File: config.mk
export PLATFORM = sky130hd
export DESIGN_NAME = punctured_convolutional_encoder_flat
export DESIGN_NICKNAME = d
export VERILOG_FILES = /design/src/pce_pkg.sv /design/src/pce_in_if.sv /design/src/pce_out_if.sv /design/src/pce_cfg_if.sv /design/src/pce_front.sv /design/src/pce_fifo.sv /design/src/pce_back.sv /design/src/punctured_convolutional_encoder.sv /design/src/flat_wrapper.sv
export SDC_FILE = /design/constraint.sdc
export NUM_CORES = 1
export LEC_CHECK = 0
export BUFFER_PORTS_ARGS = -buffer_cell sky130_fd_sc_hd__buf_2
export CAP_MARGIN = 20
export CORE_ASPECT_RATIO = 1.2
export CORE_MARGIN = 2
export CORE_UTILIZATION = 45
export DETAILED_ROUTE_END_ITERATION = 8
export GPL_ROUTABILITY_DRIVEN = 1
export PLACE_DENSITY_LB_ADDON = 0.3
export SLEW_MARGIN = 10
export SYNTH_ARGS = -nofsm -noshare
export SYNTH_HDL_FRONTEND = slang
export SYNTH_HIERARCHICAL = 1
export SYNTH_SLANG_ARGS = --single-unit
File: constraint.sdc
create_clock -name clk -period 12.7 [get_ports clk]
set_input_delay 0.635 -clock clk [delete_from_list [all_inputs] [get_ports clk]]
set_output_delay 0.635 -clock clk [all_outputs]
set_load 0.01 [all_outputs]
File: src/pce_pkg.sv
// ----------------------------------------------------------------------------
// pce_pkg
// shared types, constants and puncture tables of the punctured conv encoder
// ----------------------------------------------------------------------------
package pce_pkg;

  // code rate register codes
  localparam logic [2:0] RATE_1_2 = 3'd0;
  localparam logic [2:0] RATE_2_3 = 3'd1;
  localparam logic [2:0] RATE_3_4 = 3'd2;
  localparam logic [2:0] RATE_5_6 = 3'd3;
  localparam logic [2:0] RATE_7_8 = 3'd4;

  localparam int NUM_RATES  = 5;
  localparam int CODED_BITS = 16;          // x,y per data bit
  localparam int KEPT_MAX   = CODED_BITS + 1;
  localparam int MAX_PAIRS  = 8;
  localparam int EXT_LEN    = 30;          // longest start offset plus one byte

  localparam int PCE_FIFO_DEPTH = 2;

  // generator taps, g1 = 171 octal, g2 = 133 octal
  localparam logic [6:0] G1_TAPS = 7'h4F;
  localparam logic [6:0] G2_TAPS = 7'h6D;

  localparam logic [3:0]  PAT_LEN  [NUM_RATES] = '{4'd2, 4'd4, 4'd6, 4'd10, 4'd14};
  localparam logic [13:0] PAT_KEEP [NUM_RATES] =
    '{14'h0003, 14'h000B, 14'h001B, 14'h019B, 14'h19AB};

  // pattern unrolled from position zero so a start offset plus j never wraps
  function automatic logic [EXT_LEN-1:0] ext_pattern(input int r);
    logic [EXT_LEN-1:0] res;
    int idx;
    res = '0;
    idx = 0;
    for (int m = 0; m < EXT_LEN; m++) begin
      res[m] = PAT_KEEP[r][idx];
      idx++;
      if (idx == int'(PAT_LEN[r])) idx = 0;
    end
    return res;
  endfunction

  // puncture position after one byte, for every start position
  function automatic logic [15:0][3:0] next_pos_row(input int r);
    logic [15:0][3:0] res;
    int idx;
    for (int p = 0; p < 16; p++) begin
      idx = (p >= int'(PAT_LEN[r])) ? 0 : p;
      for (int s = 0; s < CODED_BITS; s++) begin
        idx++;
        if (idx == int'(PAT_LEN[r])) idx = 0;
      end
      res[p] = 4'(idx);
    end
    return res;
  endfunction

  localparam logic [EXT_LEN-1:0] EXT_PAT [NUM_RATES] =
    '{ext_pattern(0), ext_pattern(1), ext_pattern(2), ext_pattern(3), ext_pattern(4)};

  localparam logic [15:0][3:0] NEXT_POS [NUM_RATES] =
    '{next_pos_row(0), next_pos_row(1), next_pos_row(2), next_pos_row(3),
      next_pos_row(4)};

  // one queued byte worth of pairs
  typedef struct packed {
    logic [MAX_PAIRS-1:0] i_bits;
    logic [MAX_PAIRS-1:0] q_bits;
    logic [3:0]           npairs;
  } pce_entry_t;

  typedef struct packed {
    logic full;
    logic empty;
  } pce_qstat_t;

endpackage

File: src/pce_in_if.sv
// ----------------------------------------------------------------------------
// pce_in_if
// input byte channel
// ----------------------------------------------------------------------------
interface pce_in_if;
  logic       valid;
  logic       ready;
  logic [7:0] data_byte;

  modport source (output valid, output data_byte, input ready);
  modport sink   (input valid, input data_byte, output ready);
endinterface

File: src/pce_out_if.sv
// ----------------------------------------------------------------------------
// pce_out_if
// coded pair channel
// ----------------------------------------------------------------------------
interface pce_out_if;
  logic valid;
  logic ready;
  logic i_bit;
  logic q_bit;
  logic last_pair;

  modport source (output valid, output i_bit, output q_bit, output last_pair,
                  input ready);
  modport sink   (input valid, input i_bit, input q_bit, input last_pair,
                  output ready);
endinterface

File: src/pce_cfg_if.sv
// ----------------------------------------------------------------------------
// pce_cfg_if
// code rate register write channel
// ----------------------------------------------------------------------------
interface pce_cfg_if;
  logic       valid;
  logic       ready;
  logic [2:0] code_rate;

  modport source (output valid, output code_rate, input ready);
  modport sink   (input valid, input code_rate, output ready);
endinterface

File: src/pce_front.sv
// ----------------------------------------------------------------------------
// pce_front
// byte intake: conv encode, puncture, compact kept bits into pairs
// ----------------------------------------------------------------------------
module pce_front
  import pce_pkg::*;
(
  input  logic       clk,
  input  logic       rst_n,
  pce_in_if.sink     in_chan,
  pce_cfg_if.sink    cfg_chan,
  input  pce_qstat_t q_stat,
  output logic       push,
  output pce_entry_t entry
);

  logic [2:0] code_rate_r, code_rate_nxt;
  logic [5:0] hist_r, hist_nxt;
  logic [3:0] pos_r, pos_nxt;
  logic       cv_r, cv_nxt;
  logic       cb_r, cb_nxt;

  logic [2:0]            rate;
  logic [3:0]            len;
  logic [3:0]            eff_pos;
  logic [13:0]           seq;
  logic [6:0]            win;
  logic [CODED_BITS-1:0] coded;
  logic [CODED_BITS-1:0] mask;
  logic [4:0]            ext_idx;
  logic [4:0]            pre [CODED_BITS];
  logic [4:0]            nk;
  logic [KEPT_MAX-1:0]   kept;
  logic                  carry_sel;

  assign cfg_chan.ready = 1'b1;
  assign in_chan.ready  = !q_stat.full;
  assign push           = in_chan.valid && in_chan.ready;

  always_comb begin
    rate    = (code_rate_r > RATE_7_8) ? RATE_1_2 : code_rate_r;
    len     = PAT_LEN[rate];
    eff_pos = (pos_r >= len) ? 4'd0 : pos_r;
    seq     = {hist_r, in_chan.data_byte};
    coded   = '0;
    mask    = '0;
    win     = '0;
    ext_idx = '0;
    // encoder window for data bit 7-t is seq[13-t:7-t]
    for (int t = 0; t < 8; t++) begin
      win            = seq[13-t -: 7];
      coded[2*t]     = ^(win & G1_TAPS);
      coded[2*t+1]   = ^(win & G2_TAPS);
    end
    for (int j = 0; j < CODED_BITS; j++) begin
      ext_idx = {1'b0, eff_pos} + 5'(j);
      mask[j] = EXT_PAT[rate][ext_idx];
    end
    // slot of each kept bit in the serial stream, carry bit first
    for (int j = 0; j < CODED_BITS; j++) begin
      pre[j] = {4'd0, cv_r} + 5'($countones(mask & ((16'd1 << j) - 16'd1)));
    end
    nk = {4'd0, cv_r} + 5'($countones(mask));
    kept = '0;
    kept[0] = cv_r & cb_r;
    for (int n = 0; n < KEPT_MAX; n++) begin
      for (int j = 0; j < CODED_BITS; j++) begin
        if (mask[j] && (pre[j] == 5'(n))) kept[n] = coded[j];
      end
    end
    // odd leftover sits right after the last full pair
    carry_sel = 1'b0;
    for (int n = 0; n < KEPT_MAX; n++) begin
      if ({nk[4:1], 1'b0} == 5'(n)) carry_sel = kept[n];
    end
    for (int k = 0; k < MAX_PAIRS; k++) begin
      entry.i_bits[k] = kept[2*k];
      entry.q_bits[k] = kept[2*k+1];
    end
    entry.npairs = nk[4:1];
  end

  always_comb begin
    code_rate_nxt = code_rate_r;
    hist_nxt      = hist_r;
    pos_nxt       = pos_r;
    cv_nxt        = cv_r;
    cb_nxt        = cb_r;
    if (push) begin
      hist_nxt = in_chan.data_byte[5:0];
      pos_nxt  = NEXT_POS[rate][eff_pos];
      cv_nxt   = nk[0];
      cb_nxt   = nk[0] & carry_sel;
    end
    if (cfg_chan.valid && cfg_chan.ready) begin
      code_rate_nxt = cfg_chan.code_rate;
      pos_nxt       = 4'd0;
    end
  end

  always_ff @(posedge clk) begin
    if (!rst_n) begin
      code_rate_r <= RATE_1_2;
      hist_r      <= '0;
      pos_r       <= '0;
      cv_r        <= 1'b0;
      cb_r        <= 1'b0;
    end else begin
      code_rate_r <= code_rate_nxt;
      hist_r      <= hist_nxt;
      pos_r       <= pos_nxt;
      cv_r        <= cv_nxt;
      cb_r        <= cb_nxt;
    end
  end

  // puncture position stays inside the active pattern
  a_pos_in_pattern: assert property (@(posedge clk) disable iff (!rst_n)
    pos_r < len)
    else $error("puncture position outside pattern");

endmodule

File: src/pce_fifo.sv
// ----------------------------------------------------------------------------
// pce_fifo
// short queue of per-byte pair sets between intake and serializer
// ----------------------------------------------------------------------------
module pce_fifo
  import pce_pkg::*;
#(
  parameter int DEPTH = PCE_FIFO_DEPTH
) (
  input  logic       clk,
  input  logic       rst_n,
  input  logic       push,
  input  pce_entry_t wr_entry,
  input  logic       pop,
  output pce_entry_t head,
  output pce_qstat_t q_stat
);

  localparam int AW = (DEPTH > 1) ? $clog2(DEPTH) : 1;
  localparam int CW = $clog2(DEPTH + 1);
  localparam logic [AW-1:0] LAST_PTR = AW'(DEPTH - 1);
  localparam logic [CW-1:0] FULL_CNT = CW'(DEPTH);

  pce_entry_t    slots [DEPTH];
  logic [AW-1:0] wr_ptr_r, wr_ptr_nxt;
  logic [AW-1:0] rd_ptr_r, rd_ptr_nxt;
  logic [CW-1:0] count_r, count_nxt;

  assign head         = slots[rd_ptr_r];
  assign q_stat.full  = (count_r == FULL_CNT);
  assign q_stat.empty = (count_r == '0);

  always_comb begin
    wr_ptr_nxt = wr_ptr_r;
    rd_ptr_nxt = rd_ptr_r;
    count_nxt  = count_r;
    if (push) wr_ptr_nxt = (wr_ptr_r == LAST_PTR) ? '0 : wr_ptr_r + AW'(1);
    if (pop)  rd_ptr_nxt = (rd_ptr_r == LAST_PTR) ? '0 : rd_ptr_r + AW'(1);
    if (push && !pop) count_nxt = count_r + CW'(1);
    if (pop && !push) count_nxt = count_r - CW'(1);
  end

  always_ff @(posedge clk) begin
    if (!rst_n) begin
      wr_ptr_r <= '0;
      rd_ptr_r <= '0;
      count_r  <= '0;
    end else begin
      wr_ptr_r <= wr_ptr_nxt;
      rd_ptr_r <= rd_ptr_nxt;
      count_r  <= count_nxt;
    end
  end

  always_ff @(posedge clk) begin
    if (push) slots[wr_ptr_r] <= wr_entry;
  end

  a_no_overflow: assert property (@(posedge clk) disable iff (!rst_n)
    (q_stat.full && !pop) |-> !push)
    else $error("push into full queue");

endmodule

File: src/pce_back.sv
// ----------------------------------------------------------------------------
// pce_back
// pair serializer, one i/q pair per transaction
// ----------------------------------------------------------------------------
module pce_back
  import pce_pkg::*;
(
  input  logic       clk,
  input  logic       rst_n,
  input  pce_entry_t head,
  input  pce_qstat_t q_stat,
  output logic       pop,
  pce_out_if.source  out_chan
);

  logic [2:0] k_r, k_nxt;
  logic       last;
  logic       xfer;

  assign last               = ({1'b0, k_r} + 4'd1) == head.npairs;
  assign out_chan.valid     = !q_stat.empty;
  assign out_chan.i_bit     = head.i_bits[k_r];
  assign out_chan.q_bit     = head.q_bits[k_r];
  assign out_chan.last_pair = last;
  assign xfer               = out_chan.valid && out_chan.ready;
  assign pop                = xfer && last;

  always_comb begin
    k_nxt = k_r;
    if (xfer) k_nxt = last ? 3'd0 : k_r + 3'd1;
  end

  always_ff @(posedge clk) begin
    if (!rst_n) begin
      k_r <= '0;
    end else begin
      k_r <= k_nxt;
    end
  end

  // pair index never runs past the byte's pair count
  a_k_in_range: assert property (@(posedge clk) disable iff (!rst_n)
    !q_stat.empty |-> ({1'b0, k_r} < head.npairs))
    else $error("pair index beyond pair count");

  // index restarts after the last pair of a byte
  a_k_restart: assert property (@(posedge clk) disable iff (!rst_n)
    pop |=> (k_r == 3'd0))
    else $error("pair index not cleared after last pair");

endmodule

File: src/punctured_convolutional_encoder.sv
// ----------------------------------------------------------------------------
// punctured_convolutional_encoder
// k=7 (171,133) conv encoder with dvb puncturing, bytes in, i/q pairs out
// ----------------------------------------------------------------------------
// a byte's pair set is registered into the queue and offered once it reaches the head
// throughput: one pair per cycle while the output is ready, set by the pair serializer;
//   a byte yields 8 pairs at rate 1/2, down to 4 or 5 at rate 7/8
// reset: synchronous active low; rate 1/2, zero history and position, no carry
// ----------------------------------------------------------------------------
module punctured_convolutional_encoder
  import pce_pkg::*;
#(
  parameter int FIFO_DEPTH = PCE_FIFO_DEPTH
) (
  input  logic      clk,
  input  logic      rst_n,
  pce_in_if.sink    in_chan,
  pce_cfg_if.sink   cfg_chan,
  pce_out_if.source out_chan
);

  // front to queue
  logic       push;
  pce_entry_t wr_entry;

  // queue to back
  logic       pop;
  pce_entry_t head;
  pce_qstat_t q_stat;

  // front: accepts a byte transaction whenever the queue has room, encodes
  // all 16 coded bits in one go, punctures them and packs the kept bits
  // (with any leftover bit from the previous byte) into up to eight pairs
  pce_front u_front (
    .clk      (clk),
    .rst_n    (rst_n),
    .in_chan  (in_chan),
    .cfg_chan (cfg_chan),
    .q_stat   (q_stat),
    .push     (push),
    .entry    (wr_entry)
  );

  // queue: holds packed pair sets so intake runs ahead of a stalled output
  pce_fifo #(
    .DEPTH (FIFO_DEPTH)
  ) u_fifo (
    .clk      (clk),
    .rst_n    (rst_n),
    .push     (push),
    .wr_entry (wr_entry),
    .pop      (pop),
    .head     (head),
    .q_stat   (q_stat)
  );

  // back: walks the head entry one pair per output transaction, flags the
  // last pair of the byte and frees the entry on it
  pce_back u_back (
    .clk      (clk),
    .rst_n    (rst_n),
    .head     (head),
    .q_stat   (q_stat),
    .pop      (pop),
    .out_chan (out_chan)
  );

endmodule
File: src/flat_wrapper.sv
// flat-port wrapper written by rule: the top's interface ports become plain ports
module punctured_convolutional_encoder_flat import pce_pkg::*;
#(
  parameter int FIFO_DEPTH = PCE_FIFO_DEPTH
)
  (clk, rst_n, in_chan_valid, in_chan_data_byte, in_chan_ready, cfg_chan_valid, cfg_chan_code_rate, cfg_chan_ready, out_chan_valid, out_chan_i_bit, out_chan_q_bit, out_chan_last_pair, out_chan_ready);
  pce_in_if in_chan_i ();
  pce_cfg_if cfg_chan_i ();
  pce_out_if out_chan_i ();
  input  logic clk;
  input  logic rst_n;
  input wire logic [$bits(in_chan_i.valid)-1:0] in_chan_valid;
  input wire logic [$bits(in_chan_i.data_byte)-1:0] in_chan_data_byte;
  output wire logic [$bits(in_chan_i.ready)-1:0] in_chan_ready;
  input wire logic [$bits(cfg_chan_i.valid)-1:0] cfg_chan_valid;
  input wire logic [$bits(cfg_chan_i.code_rate)-1:0] cfg_chan_code_rate;
  output wire logic [$bits(cfg_chan_i.ready)-1:0] cfg_chan_ready;
  output wire logic [$bits(out_chan_i.valid)-1:0] out_chan_valid;
  output wire logic [$bits(out_chan_i.i_bit)-1:0] out_chan_i_bit;
  output wire logic [$bits(out_chan_i.q_bit)-1:0] out_chan_q_bit;
  output wire logic [$bits(out_chan_i.last_pair)-1:0] out_chan_last_pair;
  input wire logic [$bits(out_chan_i.ready)-1:0] out_chan_ready;
  assign in_chan_i.valid = in_chan_valid;
  assign in_chan_i.data_byte = in_chan_data_byte;
  assign in_chan_ready = in_chan_i.ready;
  assign cfg_chan_i.valid = cfg_chan_valid;
  assign cfg_chan_i.code_rate = cfg_chan_code_rate;
  assign cfg_chan_ready = cfg_chan_i.ready;
  assign out_chan_valid = out_chan_i.valid;
  assign out_chan_i_bit = out_chan_i.i_bit;
  assign out_chan_q_bit = out_chan_i.q_bit;
  assign out_chan_last_pair = out_chan_i.last_pair;
  assign out_chan_i.ready = out_chan_ready;
  punctured_convolutional_encoder #(.FIFO_DEPTH(FIFO_DEPTH)) u_core (.clk(clk), .rst_n(rst_n), .in_chan(in_chan_i), .cfg_chan(cfg_chan_i), .out_chan(out_chan_i));
endmodule
# Yosys cells after proc, flatten, opt, wreduce, memory -nomap -nowiden

Memory sizes are Yosys's and may differ from the RTL's. A register that Yosys moved wholly into a read port is not among the register bits.
Cells that the tools add are included.

Add/sub/neg operators: 69
Order comparisons: 21
Equality and inequality tests: 250
Multiplexer cells: 321
Bitwise gates (word level): 4
Reductions and logical operators: 302

Operators with widths:

| operator            | number |
|---|---|
| $eq 5x4->1 const B  | 112 |
| $mux 1              | 290 |
| $eq 5x3->1 const B  | 56 |
| $logic_and 1x1->1   | 262 |
| $eq 5x2->1 const B  | 28 |
| $mux 64             | 2 |
| $reduce_xor 7->1    | 16 |
| $lt 5x6->1 const B  | 15 |
| $logic_not 5->1     | 16 |
| $add 1x5->5         | 15 |
| $bmux 1 s5          | 15 |
| $eq 5x1->1 const B  | 14 |
| $eq 5x5->1 const B  | 14 |
| $mux 30             | 2 |
| $add 4x4->5 const B | 8 |
| $add 5x5->5         | 8 |
| $eq 2x4->1 const B  | 8 |
| $add 4x3->5 const B | 4 |
| $add 1x1->2         | 9 |
| $bmux 4 s4          | 1 |
| $eq 4x3->1 const B  | 4 |
| $mux 4              | 4 |
| $add 5x1->5         | 3 |
| $add 2x2->3         | 4 |
| other kinds (39)    | 57 |

Register bits: 22
Memory bits (writable): 40
Memory bits (read-only): 784
Input port bits: 16
Output and inout bits: 6
Word-level logic and storage cells: 980
Memories: 4

Memory list:

| name                | depth | width | read ports | clocked after memory_dff | write ports | line            | source |
|---|---|---|---|---|---|---|---|
| (no name shown)     | 8     | 64    | 1          | 0                        | 0           | pce_front.sv:91 | `pos_nxt = NEXT_POS[rate][eff_pos];` |
| (no name shown)     | 8     | 30    | 1          | 0                        | 0           | pce_front.sv:57 | `mask[j] = EXT_PAT[rate][ext_idx];` |
| u_core.u_fifo.slots | 2     | 20    | 1          | 1                        | 1           | pce_fifo.sv:24  | `pce_entry_t slots [DEPTH];` |
| (no name shown)     | 8     | 4     | 1          | 0                        | 0           | pce_front.sv:42 | `len = PAT_LEN[rate];` |

# Depth between registers and ports, before layout

Word-level depth: 39
Depth in mapped cells: 46

# Cells and area by module

Netlist, hierarchy kept.

By module, submodules not included:

| module    | times used | cells each | area each (µm²) | sequential area each (µm²) |
|---|---|---|---|---|
| pce_front | 1          | 1603       | 10996.8         | 300.3 |
| pce_fifo  | 1          | 84         | 1652.8          | 1301.2 |
| pce_back  | 1          | 34         | 357.8           | 60.1 |

# Worst setup path before layout

No wires, ideal clock.

Path type: reg-to-reg
Start: register u_core.u_front.code_rate_r[2]
End: register u_core.u_front.cb_r
Setup time: 0.103 ns
Arrival time: 9.935 ns
Required time: 12.597 ns
Slack: 2.661 ns
Stages on the path, launching flop included: 43
Cell sequence: dfxtp_1 > buf_4 > nand2b_1 > clkbuf_1 > inv_1 > ha_1 > nor2_1 > ha_1 > buf_2 > a21oi_2 > nand2_1 > nor2_1 > clkbuf_1 > ha_1 > buf_2 > inv_1 > clkbuf_1 > nor3_1 > [... 7 more ...] > fa_1 > fa_1 > xor2_1 > inv_2 > buf_1 > fa_1 > inv_1 > ha_1 > a21oi_1 > xor2_1 > and3_1 > clkbuf_1 > nand2_1 > o221a_2 > a32oi_1 > a22oi_1 > and4_1 > a2111oi_2

RTL lines:

| item                     | line             | source |
|---|---|---|
| start: declaration       | pce_front.sv:17  | `logic [2:0] code_rate_r, code_rate_nxt;` |
| start signal: assignment | pce_front.sv:109 | `code_rate_r <= code_rate_nxt;` |
| end signal: assignment   | pce_front.sv:113 | `cb_r <= cb_nxt;` |
| end: declaration         | pce_front.sv:21  | `logic cb_r, cb_nxt;` |

==> impl_metrics.env <==
export IMPL_synth_area_leaders="edfxtp_1, ha_1, fa_1"
export IMPL_grt_ovfl_total=0
export IMPL_synth_largest_area_cell="edfxtp_1"
export IMPL_crit_path_top_delay_cell="fa_1"
export IMPL_clock_fmax_ghz=0.08232
export IMPL_dieArea_um2=30290
export IMPL_synthFlopType="edfxtp_1"
export IMPL_final_hold_viol_count=0
export IMPL_synthDistinctLibCells=117
export IMPL_fp_coreArea_um2=28590
export IMPL_final_common_cell="nand2_1"
export IMPL_synth_edff_count=40
export IMPL_synthMuxAreaShare=0.06387
export IMPL_via_per_inst=6.860
export IMPL_start_kind="register"
export IMPL_avgRoutedWirePerCell_um=24.43
export IMPL_synthArstFlopShare=0
export IMPL_cts_sinks=63
export IMPL_path_class="reg -> reg"
export IMPL_syn_nets=1849
export IMPL_initial_core_util=0.4550
export IMPL_synth_xor_area_share=0.05723
export IMPL_dr_pass1_iters=7
export IMPL_place_inst=2064
export IMPL_ant_nets=0
export IMPL_r2r_setup_slack_ps=550
export IMPL_fin_cells=2081
export IMPL_clk_path_buf_depth=2
export IMPL_clock_root_buffer="clkbuf_16"
export IMPL_synth_seq_cells=63
export IMPL_ios=22
export IMPL_tightestPinTransition_ps=1117
export IMPL_synth_compound_area_frac=0.2968
export IMPL_fin_nets=1819
export IMPL_required_ps=12910
export IMPL_area_growth_pct=5.435
export IMPL_slew_headroom=0.2358
export IMPL_cts_setup_buffers=0
export IMPL_port_buffers=20
export IMPL_crit_family="adder cells"
export IMPL_drc=0
export IMPL_layout_common_cells="nand2_1, nor2_1, inv_1, a21oi_1, ha_1"
export IMPL_drv_slew=0
export IMPL_drive_above_1_share=0.09434
export IMPL_hold_class="reg -> reg"
export IMPL_grt_max_degree=28
export IMPL_finalSetupViolCount=0
export IMPL_status="finished clean"
export IMPL_die_w_um=159.2
export IMPL_maxCapViolations=0
export IMPL_clock_skew_ps=13.86
export IMPL_synth_top_family_by_area="compound AO/OA/AOI/OAI gates"
export IMPL_cts_buffers=9
export IMPL_wl_um=50840
export IMPL_track_usage=0.3305
export IMPL_clk_pin_slew_ps=60
export IMPL_diodes=0
export IMPL_cp_num_buf_inv=5
export IMPL_drtIter0Drc=1624
export IMPL_cts_tree="built"
export IMPL_synthAdderAreaFrac=0.1312
export IMPL_yosysSeqAreaShare=0.1277
export IMPL_endpoint_kind="register"
export IMPL_period_share=0.9565
export IMPL_period_needed_ps=12150
export IMPL_avgSynthCellArea_um2=7.558
export IMPL_synth_simple_area_share=0.2630
export IMPL_vias=14275
export IMPL_syn_area_um2=13010
export IMPL_cp_max_fo=27
export IMPL_antenna_found_initial=1
export IMPL_worst_endpoint_arrival_ps=12360
export IMPL_grt_pass1_wl_um=78710
export IMPL_htreeDepth=3
export IMPL_die_height_um=190.2
export IMPL_synth_warning_count=6
export IMPL_clock_latency_ps=350
export IMPL_gp_congestion=1.079
export IMPL_grt_pass1_vias=13404
export IMPL_critPathMaxStageDelay_ps=910
export IMPL_dp_hpwl_um=40930
export IMPL_synth_top_area_frac=0.09234
export IMPL_rows=68
export IMPL_synth_cells=1721
## cells by family after synthesis
family	after synthesis
buf+inv	188
mux	70
fa+ha+maj	114
other cells	1
simple gates	675
xor+xnor	85
compound gates	525
flops	63
## state kept, by name (all words and copies together) (netlist names), named ones only
signal and flops:
u_core/u_back/k_r 3, u_core/u_fifo/rd_ptr_r 1, u_core/u_front/code_rate_r 3, u_core/u_front/hist_r 6, u_core/u_front/cb_r 1, u_core/u_front/cv_r 1, u_core/u_fifo/slots 40, u_core/u_fifo/count_r 2
u_core/u_front/pos_r 4, u_core/u_fifo/wr_ptr_r 1
## per-layer routing
| metal | routed length, um | track usage | vias to the layer above |
|---|---|---|---|
| li1 | - | - | 6450 |
| met1 | 19260 | 0.3939 | 6659 |
| met2 | 23620 | 0.5632 | 894 |
| met3 | 4073 | 0.04545 | 270 |
| met4 | 3879 | 0.2094 | 2 |
| met5 | 7 | 0 | - |
## cell usage after synthesis (28+ instances only)
master / n
clkbuf_1: 46
xnor2_1: 59
a211oi_1: 28
ha_1: 74
o211ai_1: 33
mux2i_1: 31
a21oi_1: 89
nand2b_1: 28
inv_1: 100
o22ai_1: 33
nor2_1: 155
nor3_1: 60
nand2_1: 173
o21ai_0: 58
mux2_2: 31
nand3_1: 51
fa_1: 38
edfxtp_1: 40
## final cells by class
class / instances / area (um2)
clock inverter: 7 / 95.09
tap: 385 / 481.7
timing repair buffer: 42 / 272.8
inverter: 105 / 394.1
fill: 2952 / 14870
multi-input combinational: 1470 / 10580
sequential: 63 / 1662
clock buffer: 9 / 225.2
## worst paths after layout
check | start | to | cells after the start
min | u_core/u_front/hist_r[5]$_SDFFE_PN0P_ | u_core/u_front/hist_r[5]$_SDFFE_PN0P_ | 2
max | u_core/u_front/code_rate_r[1]$_SDFFE_PN0P_ | u_core/u_front/cb_r$_SDFFE_PN0P_ | 35
max reg2reg | u_core/u_front/code_rate_r[1]$_SDFFE_PN0P_ | u_core/u_front/cb_r$_SDFFE_PN0P_ | 35
min reg2reg | u_core/u_front/hist_r[5]$_SDFFE_PN0P_ | u_core/u_front/hist_r[5]$_SDFFE_PN0P_ | 2
## through the flow
| step | setup TNS, ps | hold slack, ps | setup slack [ps] | utilization | instance area [um2] |
|---|---|---|---|---|---|
| after floorplan | 0 | 456.1 | 2661 | - | 13010 |
| after global placement | 0 | 470.0 | 1139 | 0.4675 | 13370 |
| after detailed placement | 0 | 474.5 | 751.3 | 0.4675 | 13370 |
| after CTS | 0 | 483.5 | 739.8 | 0.4787 | 13690 |
| after global routing | -2.157 | 499.1 | -2.157 | 0.4797 | 13710 |
| final | 0 | 480.8 | 552.8 | 0.4797 | 13710 |
## worst reg2reg max path, delay by kind of cell (launching register included)
| kind | cells | cell delay [ps] |
|---|---|---|
| adder cells (fa/ha/maj) | 8 | 4170 |
| AND/OR/NAND/NOR | 11 | 2430 |
| buffers and inverters | 5 | 1210 |
| XOR/XNOR | 1 | 450 |
| flip-flops | 1 | 480 |
| AO/OA/AOI/OAI | 9 | 2980 |
| multiplexers | 1 | 270 |
## repair_timing
item                                    CTS  global route
gates resized for setup                   0             2
endpoints found under the setup margin    0             3
hold buffers                              0             0
Power is not shown: default switching activity piles up to over one toggle a cycle in this logic, so the estimate is an artifact.
